**src/rtl/ldcs_pkg.sv**
```systemverilog
// Shared types and constants for the LED driver command serializer.
// No dependencies; imported by every module of the block.
package ldcs_pkg;

  localparam int DIGIT_COUNT = 4;
  localparam int QUEUE_DEPTH = 4;

  localparam int IN_DATA_W  = 16;
  localparam int IN_USER_W  = 3;
  localparam int OUT_DATA_W = 8;

  localparam logic [7:0] CMD_MODE     = 8'h44;
  localparam logic [7:0] CMD_ADDR     = 8'hC0;
  localparam logic [7:0] CMD_DISP_ON  = 8'h88;
  localparam logic [7:0] CMD_DISP_OFF = 8'h80;
  localparam logic [2:0] BOOT_LEVEL   = 3'h3;
  localparam logic [2:0] MAX_LEVEL    = 3'h7;

  localparam logic [1:0] OP_DIGIT  = 2'd0;
  localparam logic [1:0] OP_BRIGHT = 2'd1;
  localparam logic [1:0] OP_ON     = 2'd2;
  localparam logic [1:0] OP_OFF    = 2'd3;

  localparam logic [3:0] PH_IDLE       = 4'd0;
  localparam logic [3:0] PH_START_A    = 4'd1;
  localparam logic [3:0] PH_START_B    = 4'd2;
  localparam logic [3:0] PH_BIT_SET    = 4'd3;
  localparam logic [3:0] PH_BIT_CLK    = 4'd4;
  localparam logic [3:0] PH_ACK_LOW    = 4'd5;
  localparam logic [3:0] PH_ACK_HI_OK  = 4'd6;
  localparam logic [3:0] PH_ACK_HI_NAK = 4'd7;
  localparam logic [3:0] PH_STOP_A     = 4'd8;
  localparam logic [3:0] PH_STOP_B     = 4'd9;

  // one tick after decode: command bytes are prebuilt, enable checks are left to the back end
  typedef struct packed {
    logic       request;
    logic [1:0] op;
    logic       pos_ok;
    logic [7:0] first;
    logic [7:0] second;
    logic       two_bytes;
    logic       sample;
  } ldcs_item_t;

endpackage

```
**src/rtl/ldcs_front.sv**
```systemverilog
// Front end: unpacks input words, builds command bytes and queues the ticks.
// Depends on ldcs_pkg.
module ldcs_front #(
  parameter int DEPTH = ldcs_pkg::QUEUE_DEPTH
) (
  input  logic                            clk,
  input  logic                            rst,
  input  logic                            s_axis_tvalid,
  output logic                            s_axis_tready,
  input  logic [ldcs_pkg::IN_DATA_W-1:0]  s_axis_tdata,
  input  logic [ldcs_pkg::IN_USER_W-1:0]  s_axis_tuser,
  output logic                            item_valid,
  input  logic                            item_pop,
  output ldcs_pkg::ldcs_item_t            item
);
  import ldcs_pkg::*;

  localparam int PTR_W = $clog2(DEPTH);
  localparam int CNT_W = $clog2(DEPTH + 1);
  localparam logic [2:0] DIGIT_LIMIT = 3'(DIGIT_COUNT);

  ldcs_item_t queue [DEPTH];
  logic [PTR_W-1:0] wr_ptr;
  logic [PTR_W-1:0] rd_ptr;
  logic [CNT_W-1:0] count;
  ldcs_item_t       decoded;
  logic [2:0]       position;
  logic [7:0]       segments;
  logic [3:0]       level;
  logic [2:0]       level_sat;
  logic             push;

  assign position = s_axis_tdata[2:0];
  assign segments = s_axis_tdata[10:3];
  assign level    = s_axis_tdata[14:11];
  assign level_sat = (level > {1'b0, MAX_LEVEL}) ? MAX_LEVEL : level[2:0];

  always_comb begin
    decoded.request   = s_axis_tuser[0];
    decoded.op        = s_axis_tuser[2:1];
    decoded.pos_ok    = position < DIGIT_LIMIT;
    decoded.second    = segments;
    decoded.two_bytes = 1'b0;
    decoded.sample    = s_axis_tdata[15];
    unique case (decoded.op)
      OP_DIGIT: begin
        decoded.first     = CMD_ADDR | {5'b0, position};
        decoded.two_bytes = 1'b1;
      end
      OP_BRIGHT: decoded.first = CMD_DISP_ON | {5'b0, level_sat};
      OP_ON:     decoded.first = CMD_DISP_ON;
      default:   decoded.first = CMD_DISP_OFF;
    endcase
  end

  assign s_axis_tready = count != CNT_W'(DEPTH);
  assign push          = s_axis_tvalid && s_axis_tready;
  assign item_valid    = count != '0;
  assign item          = queue[rd_ptr];

  always_ff @(posedge clk) begin
    if (push) begin
      queue[wr_ptr] <= decoded;
    end
  end

  always_ff @(posedge clk) begin
    if (rst) begin
      wr_ptr <= '0;
      rd_ptr <= '0;
      count  <= '0;
    end else begin
      if (push) begin
        wr_ptr <= (wr_ptr == PTR_W'(DEPTH - 1)) ? '0 : wr_ptr + 1'b1;
      end
      if (item_pop) begin
        rd_ptr <= (rd_ptr == PTR_W'(DEPTH - 1)) ? '0 : rd_ptr + 1'b1;
      end
      unique case ({push, item_pop})
        2'b10:   count <= count + 1'b1;
        2'b01:   count <= count - 1'b1;
        default: count <= count;
      endcase
    end
  end

  a_count_bound: assert property (@(posedge clk) disable iff (rst)
    count <= CNT_W'(DEPTH)) else $error("queue count overflow");
  a_no_empty_pop: assert property (@(posedge clk) disable iff (rst)
    item_pop |-> count != '0) else $error("pop from empty queue");
  a_push_grows: assert property (@(posedge clk) disable iff (rst)
    (push && !item_pop) |=> count == $past(count) + 1'b1) else $error("push lost");

endmodule

```
**src/rtl/ldcs_back.sv**
```systemverilog
// Back end: pin waveform sequencer, one queued tick per step, with output register.
// Depends on ldcs_pkg.
module ldcs_back (
  input  logic                            clk,
  input  logic                            rst,
  input  logic                            cfg_wen,
  input  logic [7:0]                      cfg_wdata,
  input  logic                            item_valid,
  output logic                            item_pop,
  input  ldcs_pkg::ldcs_item_t            item,
  output logic                            m_axis_tvalid,
  input  logic                            m_axis_tready,
  output logic [ldcs_pkg::OUT_DATA_W-1:0] m_axis_tdata
);
  import ldcs_pkg::*;

  logic [7:0] bit_delay;
  logic [3:0] phase, phase_next;
  logic [2:0] bit_index, bit_index_next;
  logic [7:0] shift_byte, shift_byte_next;
  logic [7:0] next_byte, next_byte_next;
  logic [1:0] bytes_left, bytes_left_next;
  logic       display_enabled, display_enabled_next;
  logic [7:0] delay_count, delay_count_next;
  logic [1:0] frames_left, frames_left_next;

  logic       pin_clk, pin_dio, pin_drive, busy, accepted, retrying;
  logic       bit_val;
  logic       start;
  logic [7:0] start_first, start_second;
  logic [1:0] start_count;
  logic [1:0] bytes_dec, frames_dec;

  assign item_pop = item_valid && (!m_axis_tvalid || m_axis_tready);
  assign bit_val  = shift_byte[bit_index];
  assign bytes_dec  = (bytes_left != 2'd0) ? bytes_left - 2'd1 : 2'd0;
  assign frames_dec = (frames_left != 2'd0) ? frames_left - 2'd1 : 2'd0;

  always_comb begin
    pin_clk   = 1'b1;
    pin_dio   = 1'b1;
    pin_drive = 1'b1;
    busy      = 1'b1;
    accepted  = 1'b0;
    retrying  = 1'b0;
    unique case (phase)
      PH_IDLE:    busy = 1'b0;
      PH_START_A: ;
      PH_START_B: pin_dio = 1'b0;
      PH_BIT_SET: begin
        pin_clk = 1'b0;
        pin_dio = bit_val;
      end
      PH_BIT_CLK: pin_dio = bit_val;
      PH_ACK_LOW: begin
        pin_clk   = 1'b0;
        pin_dio   = 1'b0;
        pin_drive = 1'b0;
      end
      PH_ACK_HI_OK, PH_ACK_HI_NAK: begin
        pin_dio   = 1'b0;
        pin_drive = 1'b0;
      end
      PH_STOP_A: begin
        pin_clk = 1'b0;
        pin_dio = 1'b0;
      end
      PH_STOP_B: pin_dio = 1'b0;
      default:   busy = 1'b0;
    endcase

    phase_next           = phase;
    bit_index_next       = bit_index;
    shift_byte_next      = shift_byte;
    next_byte_next       = next_byte;
    bytes_left_next      = bytes_left;
    display_enabled_next = display_enabled;
    delay_count_next     = delay_count;
    frames_left_next     = frames_left;
    start        = 1'b0;
    start_first  = item.first;
    start_second = 8'h00;
    start_count  = 2'd1;

    if (phase == PH_IDLE) begin
      if (item.request) begin
        accepted = 1'b1;
        unique case (item.op)
          OP_DIGIT: begin
            start        = display_enabled && item.pos_ok;
            start_second = item.second;
            start_count  = item.two_bytes ? 2'd2 : 2'd1;
          end
          OP_BRIGHT: start = display_enabled;
          OP_ON: begin
            start = !display_enabled;
            if (!display_enabled) display_enabled_next = 1'b1;
          end
          default: begin
            start = display_enabled;
            if (display_enabled) display_enabled_next = 1'b0;
          end
        endcase
      end
    end else if (phase > PH_STOP_B) begin
      phase_next       = PH_IDLE;
      delay_count_next = 8'd0;
    end else if (delay_count != 8'd0) begin
      delay_count_next = delay_count - 8'd1;
    end else begin
      delay_count_next = bit_delay;
      unique case (phase)
        PH_START_A: phase_next = PH_START_B;
        PH_START_B: begin
          bit_index_next = 3'd0;
          phase_next     = PH_BIT_SET;
        end
        PH_BIT_SET: phase_next = PH_BIT_CLK;
        PH_BIT_CLK: begin
          bit_index_next = bit_index + 3'd1;
          phase_next     = (bit_index == 3'd7) ? PH_ACK_LOW : PH_BIT_SET;
        end
        PH_ACK_LOW: begin
          retrying   = item.sample;
          phase_next = item.sample ? PH_ACK_HI_NAK : PH_ACK_HI_OK;
        end
        PH_ACK_HI_NAK: begin
          bit_index_next = 3'd0;
          phase_next     = PH_BIT_SET;
        end
        PH_ACK_HI_OK: begin
          bytes_left_next = bytes_dec;
          if (bytes_dec != 2'd0) begin
            shift_byte_next = next_byte;
            bit_index_next  = 3'd0;
            phase_next      = PH_BIT_SET;
          end else begin
            phase_next = PH_STOP_A;
          end
        end
        PH_STOP_A: phase_next = PH_STOP_B;
        default: begin
          frames_left_next = frames_dec;
          if (frames_dec != 2'd0) begin
            start       = 1'b1;
            start_first = next_byte;
          end else begin
            phase_next       = PH_IDLE;
            delay_count_next = 8'd0;
          end
        end
      endcase
    end

    if (start) begin
      shift_byte_next  = start_first;
      next_byte_next   = start_second;
      bytes_left_next  = start_count;
      bit_index_next   = 3'd0;
      phase_next       = PH_START_A;
      delay_count_next = bit_delay;
    end
  end

  always_ff @(posedge clk) begin
    if (rst) begin
      bit_delay <= 8'd0;
    end else if (cfg_wen) begin
      bit_delay <= cfg_wdata;
    end
  end

  always_ff @(posedge clk) begin
    if (rst) begin
      phase           <= PH_START_A;
      bit_index       <= 3'd0;
      shift_byte      <= CMD_MODE;
      next_byte       <= CMD_DISP_ON | {5'b0, BOOT_LEVEL};
      bytes_left      <= 2'd1;
      display_enabled <= 1'b1;
      delay_count     <= 8'd0;
      frames_left     <= 2'd2;
    end else if (item_pop) begin
      phase           <= phase_next;
      bit_index       <= bit_index_next;
      shift_byte      <= shift_byte_next;
      next_byte       <= next_byte_next;
      bytes_left      <= bytes_left_next;
      display_enabled <= display_enabled_next;
      delay_count     <= delay_count_next;
      frames_left     <= frames_left_next;
    end
  end

  always_ff @(posedge clk) begin
    if (rst) begin
      m_axis_tvalid <= 1'b0;
    end else if (item_pop) begin
      m_axis_tvalid <= 1'b1;
    end else if (m_axis_tready) begin
      m_axis_tvalid <= 1'b0;
    end
  end

  always_ff @(posedge clk) begin
    if (item_pop) begin
      m_axis_tdata <= {2'b00, retrying, accepted, busy, pin_drive, pin_dio, pin_clk};
    end
  end

  a_idle_no_delay: assert property (@(posedge clk) disable iff (rst)
    phase == PH_IDLE |-> delay_count == 8'd0) else $error("idle with pending delay");
  a_bytes_in_flight: assert property (@(posedge clk) disable iff (rst)
    (phase >= PH_BIT_SET && phase <= PH_ACK_HI_NAK) |-> bytes_left != 2'd0)
    else $error("byte phase with no bytes left");
  a_retry_phase: assert property (@(posedge clk) disable iff (rst)
    (item_pop && retrying) |=> phase == PH_ACK_HI_NAK) else $error("retry not taken");

endmodule

```
**src/rtl/led_driver_command_serializer_top.sv**
```systemverilog
// Top level of the LED driver command serializer: front end queue plus waveform back end.
// Depends on ldcs_pkg, ldcs_front, ldcs_back.
//
// Each input word is one tick of a two-wire display waveform; each tick yields
// exactly one output word with the pin levels and status for that tick. The
// block sustains one word per clock on both sides while the queue is not full
// and the output is not stalled. A word passes through the queue and then the
// output register before its result handshake. The rate is set by the sequencer,
// which updates its state once per word. A queue of QUEUE_DEPTH words between
// front and back lets input and output stall independently. After reset the
// mode and display control frames play out as ticks arrive. The user must write
// bit_delay only while no word is in flight; the block itself does not enforce this.
module led_driver_command_serializer_top #(
  parameter int QUEUE_DEPTH = ldcs_pkg::QUEUE_DEPTH
) (
  input  logic                            clk,
  input  logic                            rst,
  input  logic                            cfg_wen,
  input  logic [7:0]                      cfg_wdata,
  input  logic                            s_axis_tvalid,
  output logic                            s_axis_tready,
  // position[2:0], segments[10:3], level[14:11], dio_sample[15]
  input  logic [ldcs_pkg::IN_DATA_W-1:0]  s_axis_tdata,
  // request[0], operation[2:1]
  input  logic [ldcs_pkg::IN_USER_W-1:0]  s_axis_tuser,
  output logic                            m_axis_tvalid,
  input  logic                            m_axis_tready,
  // clk_level[0], dio_level[1], dio_drive[2], busy_res[3], accepted[4], retrying[5]
  output logic [ldcs_pkg::OUT_DATA_W-1:0] m_axis_tdata
);
  import ldcs_pkg::*;

  ldcs_item_t item;
  logic       item_valid;
  logic       item_pop;

  ldcs_front #(
    .DEPTH(QUEUE_DEPTH)
  ) u_front (
    .clk           (clk),
    .rst           (rst),
    .s_axis_tvalid (s_axis_tvalid),
    .s_axis_tready (s_axis_tready),
    .s_axis_tdata  (s_axis_tdata),
    .s_axis_tuser  (s_axis_tuser),
    .item_valid    (item_valid),
    .item_pop      (item_pop),
    .item          (item)
  );

  ldcs_back u_back (
    .clk           (clk),
    .rst           (rst),
    .cfg_wen       (cfg_wen),
    .cfg_wdata     (cfg_wdata),
    .item_valid    (item_valid),
    .item_pop      (item_pop),
    .item          (item),
    .m_axis_tvalid (m_axis_tvalid),
    .m_axis_tready (m_axis_tready),
    .m_axis_tdata  (m_axis_tdata)
  );

endmodule
```
**config.mk**
```make
export PLATFORM = sky130hd
export DESIGN_NAME = led_driver_command_serializer_top
export DESIGN_NICKNAME = d
export VERILOG_FILES = /design/src/rtl/ldcs_pkg.sv /design/src/rtl/ldcs_front.sv /design/src/rtl/ldcs_back.sv /design/src/rtl/led_driver_command_serializer_top.sv
export SDC_FILE = /design/constraint.sdc
export NUM_CORES = 1
export LEC_CHECK = 0
export ABC_AREA = 1
export BUFFER_PORTS_ARGS = -buffer_cell sky130_fd_sc_hd__buf_2
export CAP_MARGIN = 5
export CORE_MARGIN = 3
export CORE_UTILIZATION = 48
export DETAILED_ROUTE_END_ITERATION = 8
export GPL_TIMING_DRIVEN = 0
export PLACE_DENSITY = 0.66
export RECOVER_POWER = 50
export SYNTH_ARGS = -nofsm -noshare
export SYNTH_HDL_FRONTEND = slang
export SYNTH_HIERARCHICAL = 1
export SYNTH_SLANG_ARGS = --single-unit
```
**constraint.sdc**
```tcl
create_clock -name clk -period 2.7 [get_ports clk]
set_clock_uncertainty 0.1 [all_clocks]
set_input_delay 0.135 -clock clk [delete_from_list [all_inputs] [get_ports clk]]
set_output_delay 0.135 -clock clk [all_outputs]
set_load 0.005 [all_outputs]
```
### Word level (Yosys, flattened, before mapping)

Memory sizes are Yosys's and may differ from the RTL's. A register that Yosys moved wholly into a read port is not among the register bits.
Index checks and enable logic that the tools add are counted.

| storage, ports and cells | value |
|---|---|
| flip-flop bits (word level) | 58 |
| output and inout port bits | 10 |
| memories kept | 1 |
| RAM bits | 84 |

Memory list:

| memory | words | width | rd ports | clocked after Yosys merged registers in | write ports | line | source |
|---|---|---|---|---|---|---|---|
| u_front.queue | 4 | 21 | 1 | 1 | 1 | ldcs_front.sv:22 | `ldcs_item_t queue [DEPTH];` |

| operators by class | value |
|---|---|
| bitwise gates (word level) | 6 |
| add/sub/neg operators | 8 |
| reduce and logical (&&, ||, !) cells | 37 |
| multiplexer cells | 73 |
| equal/unequal tests | 25 |
| $lt $le $gt $ge | 4 |

Operator list:

| operator | count |
|---|---|
| 8-bit two-way mux | 20 |
| 2-bit two-way mux | 15 |
| 4-bit case mux with 7 select lines | 1 |
| 4-bit two-way mux | 6 |
| 3-bit two-way mux | 7 |
| 7-bit case mux with 3 select lines | 1 |
| 1-bit two-way mux | 17 |
| 4-bit by 3-bit equality test with 1-bit output, second input constant | 4 |
| 2-bit nonzero test | 8 |
| 6-bit AND reduction | 2 |
| 2-bit equality test, second input constant | 5 |
| 10-bit by 8-bit != test with 1-bit output, second input constant | 1 |
| 5-bit AND reduction | 2 |
| 3-bit case mux with 3 select lines | 1 |
| 9-bit OR reduction | 1 |
| 4-bit by 2-bit equality test with 1-bit output, second input constant | 2 |
| 4-bit equality test, second input constant | 2 |
| 4-bit AND reduction | 2 |
| 8-bit nonzero test | 1 |
| 8-bit OR reduction | 1 |
| 8-bit by 1-bit subtractor with 8-bit output, second input constant | 1 |
| 3-bit by 1-bit adder with 3-bit output, second input constant | 2 |
| 2-bit by 1-bit equality test with 1-bit output, second input constant | 3 |
| 2-bit by 1-bit != test with 1-bit output, second input constant | 3 |
| 27 further kinds | 45 |

### Longest topological paths before layout

Gate-level depths: netlist (run 1).

| logic depth | value |
|---|---|
| depth in word-level cells | 10 |
| gate-level depth with buffers | 17 |
| gate-level depth less buffers | 15 |

### By module

Netlist (run 1), hierarchy kept.

Modules (own cells, without submodules):

| module | cells each | area each (um^2) | instances |
|---|---|---|---|
| ldcs_front | 265 | 3,458.3 | 1 |
| ldcs_back | 418 | 2,957.8 | 1 |

### Worst setup path before layout (run 1)

No wires, ideal clock.

| timing path | value |
|---|---|
| path kind | reg2reg |
| start | register u_front.count[0] |
| end | register u_front.count[2] |
| stages on the path, launching flop included | 10 |
| path slack | 0.481 ns |
| period minus slack after synthesis | 2.219 ns |
| library setup time | 0.115 ns |
| buffers on the path | 0 |
| arrival | 2.004 ns |
| data required time | 2.485 ns |
| cell sequence | dfxtp_1 > nor2_1 > nand2_1 > nand2_1 > inv_1 > ha_1 > fa_1 > or2_2 > a21oi_1 > nor2_1 |

| on the way | value |
|---|---|
| cells in the longest elaborated chain, start to end | 4 |
| elaborated cells on any way between the ends | 10 |
| those cells by class | 2 x add/sub; 3 x eq/ne; 1 x mux; 4 x reduce/logical |

Ends and longest elaborated chain:

| what | line | source |
|---|---|---|
| start: declaration | ldcs_front.sv:25 | `logic [CNT_W-1:0] count;` |
| start signal: assignment | ldcs_front.sv:80 | `2'b10: count <= count + 1'b1;` |
| start signal: assignment | ldcs_front.sv:81 | `2'b01: count <= count - 1'b1;` |
| start signal: assignment | ldcs_front.sv:82 | `default: count <= count;` |
| 3-bit nonzero test (*) | ldcs_front.sv:58 | `assign item_valid = count != '0;` |
| via item_valid | led_driver_command_serializer_top.sv:34 | `logic item_valid;` |
| 1-bit logical AND (*) | ldcs_back.sv:34 | `assign item_pop = item_valid && (!m_axis_tvalid \|\| m_axis_tready);` |
| via item_pop | led_driver_command_serializer_top.sv:35 | `logic item_pop;` |
| 2-bit by 1-bit equality test with 1-bit output / 2-bit equality test (equally long branches) | ldcs_front.sv:79 | `unique case ({push, item_pop})` |
| 3-bit case mux with 2 select lines / 2-bit nonzero test (equally long branches) | n/a |  |

Mark *: on every way through the listed nets, which the timed path passes. The rest lies on a longest branch.
A chain may end at the register's enable or synchronous reset.

==> reports/metrics.cfg, run 1 <==
[outcome]
status=finished, final reports clean

[floorplan]
die-area_sq_um=14800
rows=41
die-width_um=122
core_sq_um=12800
dieHeight_um=122
start_util_pct=50.0
io_pins=42

[synthesis]
synth.area.top_cells=edfxtp_1, dfxtp_1, o21ai_0
async_reset_ff_share_pct=0
synth_top_area_share_pct=38.4
yosys.area.top_type=edfxtp_1
ys.flop_type=edfxtp_1
syn-instance-count=683
yosysUniqueCellTypes=42
ys_ff_latch=136
synth_edf_count=82
netlist_area_sq_um=6420
seq_area_frac_synth_pct=55.2
yosys_warnings=6
avgSynthCellArea_sq_um=9.39

[global_route]
grt_pass1_wl_um=23400
grt-ovfl-total=0
grt_pass1_vias=4792
grt_max_degree=17
antenna_found_initial=0
grtUsageTotal_pct=20.6

[finish]
final-instance-count-excl-fill=965
layout_common_cells=nand2_1, nor2_1, o21ai_0, edfxtp_1, inv_1
syn2layout_area_growth_pct=21.5
drive_above_1_share_pct=16.5
fin_nets=828
antennaDiodeCount=0
fill_cells=1065

[sta]
fin_ws_ps=216
final-setup-viol-count=0
hold_violations=0
timing.fmax_ghz=0.403
period_minus_slack_ps=2480
rsz0062_at_grt=false
drv_slew=0
post-route-period-util_pct=92.0
max_slew_margin_pct=45.2
worstMarginPinSlew_ps=819

[clocking]
htree_num_levels=4
tritoncts=yes
ctsRootBufferMaster=clkbuf_16
clk_latency_ps=420
clkSlewWorstSetupHoldPaths_ps=60
clockBufferDepth=2
numCtsBuffers=17
numClockSinks=136

[placed_design]
port_buffers=39
hpwl_um=9860
place_congestion=0.917
placed_cells=900
pre_cts_ws_ps=6.88

[power_and_ir_drop]
pwr-share-seq_pct=36.4
switching_share_pct=35.7
switchingPower_mw=2.64
comb_power_share_pct=33.4
p_leak_nw=3.24
vdd_ir_drop_max_mv=0.630
p_clk_share_pct=30.2
power_density_nw_per_um2=949
p_total_mw=7.40
internal_power_mw=4.76

[drt]
drc=0
routed_wl_um=14300
avgViaCountPerCell=5.21
ant_nets=0
wl_per_cell_um=14.9
drt_iter0_markers=432
firstDrtPassIters=7
num_vias=5023

[hold_path]
hold_path.class=in -> reg

[worst_setup_path]
crit_arrival_ps=2680
crit_required_ps=2900
path_class=reg -> reg
endpoint_kind=flip-flop
critPathMaxFanout=10
startpoint_type=flip-flop

[run]
max_cap_viol_count=0

-- area by class of cell --
type | count | area, sq um | share of cell area [%]
clock buffers | 17 | 425 | 5.46
repair buffers | 77 | 571 | 7.32
inverters | 67 | 258 | 3.31
flip-flops and latches | 136 | 3540 | 45.5
well taps | 172 | 215 | 2.76
multi-input cells | 454 | 2410 | 30.9
plain buffers | 28 | 221 | 2.84
clock inverters | 14 | 150 | 1.93
-- sequential cells by signal, summed over array words and instances (netlist names), 2 cells and up, named ones only --
register,count
u_back/bit_delay,8
u_front/count,3
u_back/bit_index,3
u_back/frames_left,2
u_front/wr_ptr,2
u_back/bytes_left,2
u_back/m_axis_tdata,6
u_back/phase,4
u_front/rd_ptr,2
u_back/delay_count,8
u_back/next_byte,8
u_back/shift_byte,8
u_front/queue,76
-- logic make-up (layout without fill, tap and decap cells) --
family	count (synthesis)	count (layout)	synth area share (%)
compound gates	153	153	13.1
flops	136	136	55.2
other cells	3	5	0.175
fa+ha+maj	15	15	3.04
simple gates	276	276	20.4
xor+xnor	5	5	0.682
buf+inv	95	203	7.39
-- Yosys cell counts, drive strengths merged (2+ instances only) --
master,count
or2,2
nand3b,2
o21ai,88
nand4,12
o22ai,19
dfxtp,54
nor4,2
buf,22
nor2,113
a21oi,40
ha,14
nand3,29
inv,66
a31oi,2
xor2,5
clkbuf,6
edfxtp,82
nand2,113
conb,3
nor3,3
-- worst max-delay path: stages (launching register included) --
cell,delay (ps)
dfxtp_1,400
clkbuf_2,290
o21ai_0,150
o22ai_2,280
inv_1,110
nand2_1,110
nand2_1,60
nand3_1,130
nand2_4,60
nand2_4,140
inv_2,70
buf_2,180
o21ai_0,190
a21oi_1,70
-- worst paths after layout --
kind | startpoint | endpoint | slack, ps | cells after the start
worst min-delay path | cfg_wen | u_back/bit_delay[0]$_SDFFE_PP0P_ | 60 | 3
worst max register to register | flip-flop | u_back/delay_count[0]$_SDFFE_PP0P_ | 220 | 13
worst max-delay path | flip-flop | u_back/delay_count[0]$_SDFFE_PP0P_ | 220 | 13
worst min register to register | u_back/next_byte[0]$_SDFFE_PP1P_ | u_back/next_byte[0]$_SDFFE_PP1P_ | 370 | 2
-- power groups by stage --
stage	clock (mW)	combinational, mW	sequential [mW]
after floorplan	0	1.73	2.71
after global placement	0	2.26	2.73
after detailed placement	0	2.36	2.73
after CTS	2.28	2.41	2.69
after global routing	2.39	2.77	2.73
final	2.24	2.47	2.69
-- layer usage --
| layer | vias up | global-route usage, % | share of wire [%] | wire length [um] |
|---|---|---|---|---|
| li1 | 2508 | - | - | - |
| met1 | 2316 | 25.6 | 43 | 6190 |
| met2 | 169 | 33.5 | 49 | 7030 |
| met3 | 30 | 5.15 | 5.2 | 742 |
| met4 | 0 | 10.2 | 2.7 | 384 |
| met5 | - | 0 | 0 | 0 |
-- per-stage QoR --
stage	TNS [ps]	utilization, %	hold WS, ps	instance area, sq um
floorplan	0	-	116	6420
global placement	-16.8	53.3	245	6830
detailed placement	0	53.9	251	6920
CTS	0	60.8	39.3	7800
global route	0	60.8	64.5	7800
finish	0	60.8	59.5	7800
-- repair_timing --
action	4_1_cts	5_1_grt
hold buffers	30	0
endpoints found under the hold margin	70	0
resized for setup	2	3
setup endpoints to repair	9	32
setup buffers	0	4
No activity file was read; power rests on OpenSTA's default activity.
==> run 2: changes to the inputs <==
- RECOVER_POWER: 50 -> not set
==> run 2 against run 1 <==
  * Worst setup slack better by 9.0 ps
  * Combinational power hardly changed
  * Routed wire length decreased by 0.13%
  * Global-route usage did not move
  * Sequential power about the same
  * Non-clock buffer count unchanged
  * Register-to-register slack about the same
  * Flip-flop and latch count did not move
  * First-iteration DRC count is 1.9% lower
  * Sequential share of layout area fell by 0.28 points
  * Cell count is the same
  * Maximum frequency rose by 0.36%
  * Critical endpoint unchanged
  * Highest routed layer unchanged
==> reports/metrics.cfg, run 2 (synthesis results as in run 1) <==
[global_route]
grt-ovfl-total=0  ; unchanged
use_met3_pct=5.15  ; unchanged
grt.busiest_layer=met2
grt_max_degree=17  ; unchanged
grt_pass1_wl_um=23400  ; unchanged
grt_pass1_vias=4792  ; unchanged
grtUsageTotal_pct=20.6  ; unchanged
antenna_found_initial=0  ; unchanged
grt_use_met2_pct=33.5  ; unchanged
use_met1_pct=25.6  ; unchanged

[clocking]
numCtsBuffers=17  ; unchanged
clk_latency_ps=420  ; about the same
htree_num_levels=4  ; unchanged
numClockSinks=136  ; unchanged
ctsRootBufferMaster=clkbuf_16
clkSlewWorstSetupHoldPaths_ps=60  ; about the same
tritoncts=yes
clockBufferDepth=2  ; unchanged

[sta]
fin_ws_ps=225  ; +9.02 ps
worst_hold_slack_ps=59.1  ; -0.331 ps
hold_violations=0  ; unchanged
finalSetupTns_ps=0  ; unchanged
max_slew_margin_pct=54.0  ; +8.8 points
post-route-period-util_pct=91.7  ; -0.33 points
timing.fmax_ghz=0.404  ; +0.36%
worstMarginPinSlew_ps=689  ; -130 ps
drv_slew=0  ; unchanged
period_minus_slack_ps=2470  ; -9.02 ps
rsz0062_at_grt=false
final-setup-viol-count=0  ; unchanged

[finish]
top_register=u_front/queue
fin_nets=828  ; unchanged
syn2layout_area_growth_pct=22.3
layout_common_cells=nand2_1, nor2_1, o21ai_0, edfxtp_1, inv_1
design_area_sq_um=7840  ; +0.61%
final-instance-count-excl-fill=965  ; unchanged
antennaDiodeCount=0  ; unchanged
final_util_pct=61.2  ; +0.37 points
largest_reg_flops=76  ; unchanged
drive_above_1_share_pct=19.9  ; +3.4 points

[run]
max_cap_viol_count=0  ; unchanged

[placed_design]
port_buffers=39  ; unchanged
hpwl_um=9860  ; unchanged
placed_cells=900  ; unchanged
pre_cts_ws_ps=6.88  ; unchanged
place_congestion=0.917  ; unchanged
place_area_sq_um=6920  ; unchanged

[hold_path]
hold_path.class=in -> reg

[worst_setup_path]
crit_required_ps=2900  ; about the same
path_class=reg -> reg
crit_path_cell_trace=clkbuf_2 -> o21ai_0 -> o22ai_2 -> inv_1 -> nand2_1 -> nand2_1 -> nand3_1 -> nand2_4 -> nand2_4 -> inv_2 -> buf_2 -> o21ai_0 -> a21oi_1
max_stage_delay_ps=390  ; about the same
endpoint_kind=flip-flop
critPathMaxFanout=10  ; unchanged
critPathSlowestCell=dfxtp_1
startpoint_type=flip-flop
crit_arrival_ps=2670  ; about the same

[floorplan]
rows=41  ; unchanged
core_sq_um=12800  ; unchanged
dieHeight_um=122  ; unchanged
io_pins=42  ; unchanged
die-width_um=122  ; unchanged
die-area_sq_um=14800  ; unchanged
start_util_pct=50.0  ; unchanged

[drt]
ant_nets=0  ; unchanged
wl_per_cell_um=14.8  ; -0.13%
avgViaCountPerCell=5.19  ; -0.30%
drt_iter0_markers=424  ; -1.9%
routed_wl_um=14300  ; -0.13%
firstDrtPassIters=6  ; -1
num_vias=5008  ; -0.30%
drc=0  ; unchanged

[power_and_ir_drop]
p_leak_nw=3.29  ; +1.7%
pwr-share-seq_pct=36.3  ; about the same
p_clk_share_pct=30.1  ; about the same
internal_power_mw=4.78  ; +0.50%
switching_share_pct=35.6  ; -0.078 points
comb_power_share_pct=33.6  ; +0.2 points
p_total_mw=7.43  ; +0.38%
switchingPower_mw=2.64  ; +0.16%
power_density_nw_per_um2=947  ; -0.23%
vdd_ir_drop_max_mv=0.630  ; about the same

[outcome]
status=finished, final reports clean

## run 2: cell types whose count changed in the layout (fill, tap and decap cells not counted)
| cell | before | now |
|---|---|---|
| clkbuf_1 | 23 | 4 |
| nand2_2 | 8 | 10 |
| inv_2 | 5 | 6 |
| nor2_1 | 99 | 96 |
| nor2_2 | 9 | 12 |
| nand2_1 | 99 | 96 |
| inv_1 | 59 | 58 |
| buf_2 | 24 | 43 |
| nand2_4 | 6 | 7 |
| buf_4 | 11 | 12 |
| buf_1 | 1 | 0 |
## run 2: repair_timing
| action | 4_1_cts | 5_1_grt |
|---|---|---|
| resized for setup | 2 | 3 |
| hold buffers | 30 | 0 |
| endpoints found under the setup margin | 9 | 32 |
| gates cloned | 0 | 0 |
| setup buffers | 0 | 4 |
| hold endpoints to repair | 70 | 0 |
| pin swaps | 0 | 0 |
## run 2: power by group through the flow
stage,clock (mW),sequential (mW),combinational (mW)
after floorplan,0,2.71,1.73
after global placement,0,2.73,2.26
after detailed placement,0,2.73,2.36
after CTS,2.28,2.69,2.41
after global routing,2.39,2.73,2.80
final,2.24,2.69,2.50
## run 2: critical path, delay by kind of cell (launching register included)
kind                   cells  cell delay (ps)
DFF                        1              390
AOI/OAI and AO/OA          4              700
and+or+nand+nor            5              500
buffers and inverters      4              640
## run 2: cell type report
cell class                      count  area (sq um)
Buffer                             28           221
Clock buffer                       17           425
Clock inverter                     14           150
Fill cell                        1043          4980
Inverter                           67           258
Multi-Input combinational cell    454          2430
Sequential cell                   136          3540
Tap cell                          172           215
Timing Repair Buffer               77           598
## run 2: routing by layer
| metal | wire (um) | vias up |
|---|---|---|
| met1 | 6130 | 2307 |
| li1 | - | 2506 |
| met2 | 6980 | 163 |
| met4 | 401 | 0 |
| met3 | 814 | 32 |
| met5 | 0 | - |
## run 2: final timing paths
check / start / endpoint / slack, ps / cells past startpoint
max reg2reg: flip-flop / u_back/delay_count[0]$_SDFFE_PP0P_ / 230 / 13
min: s_axis_tdata[1] / u_front/queue[0][11]$_DFFE_PP_ / 60 / 3
max: flip-flop / u_back/delay_count[0]$_SDFFE_PP0P_ / 230 / 13
min reg2reg: u_back/next_byte[0]$_SDFFE_PP1P_ / u_back/next_byte[0]$_SDFFE_PP1P_ / 370 / 2
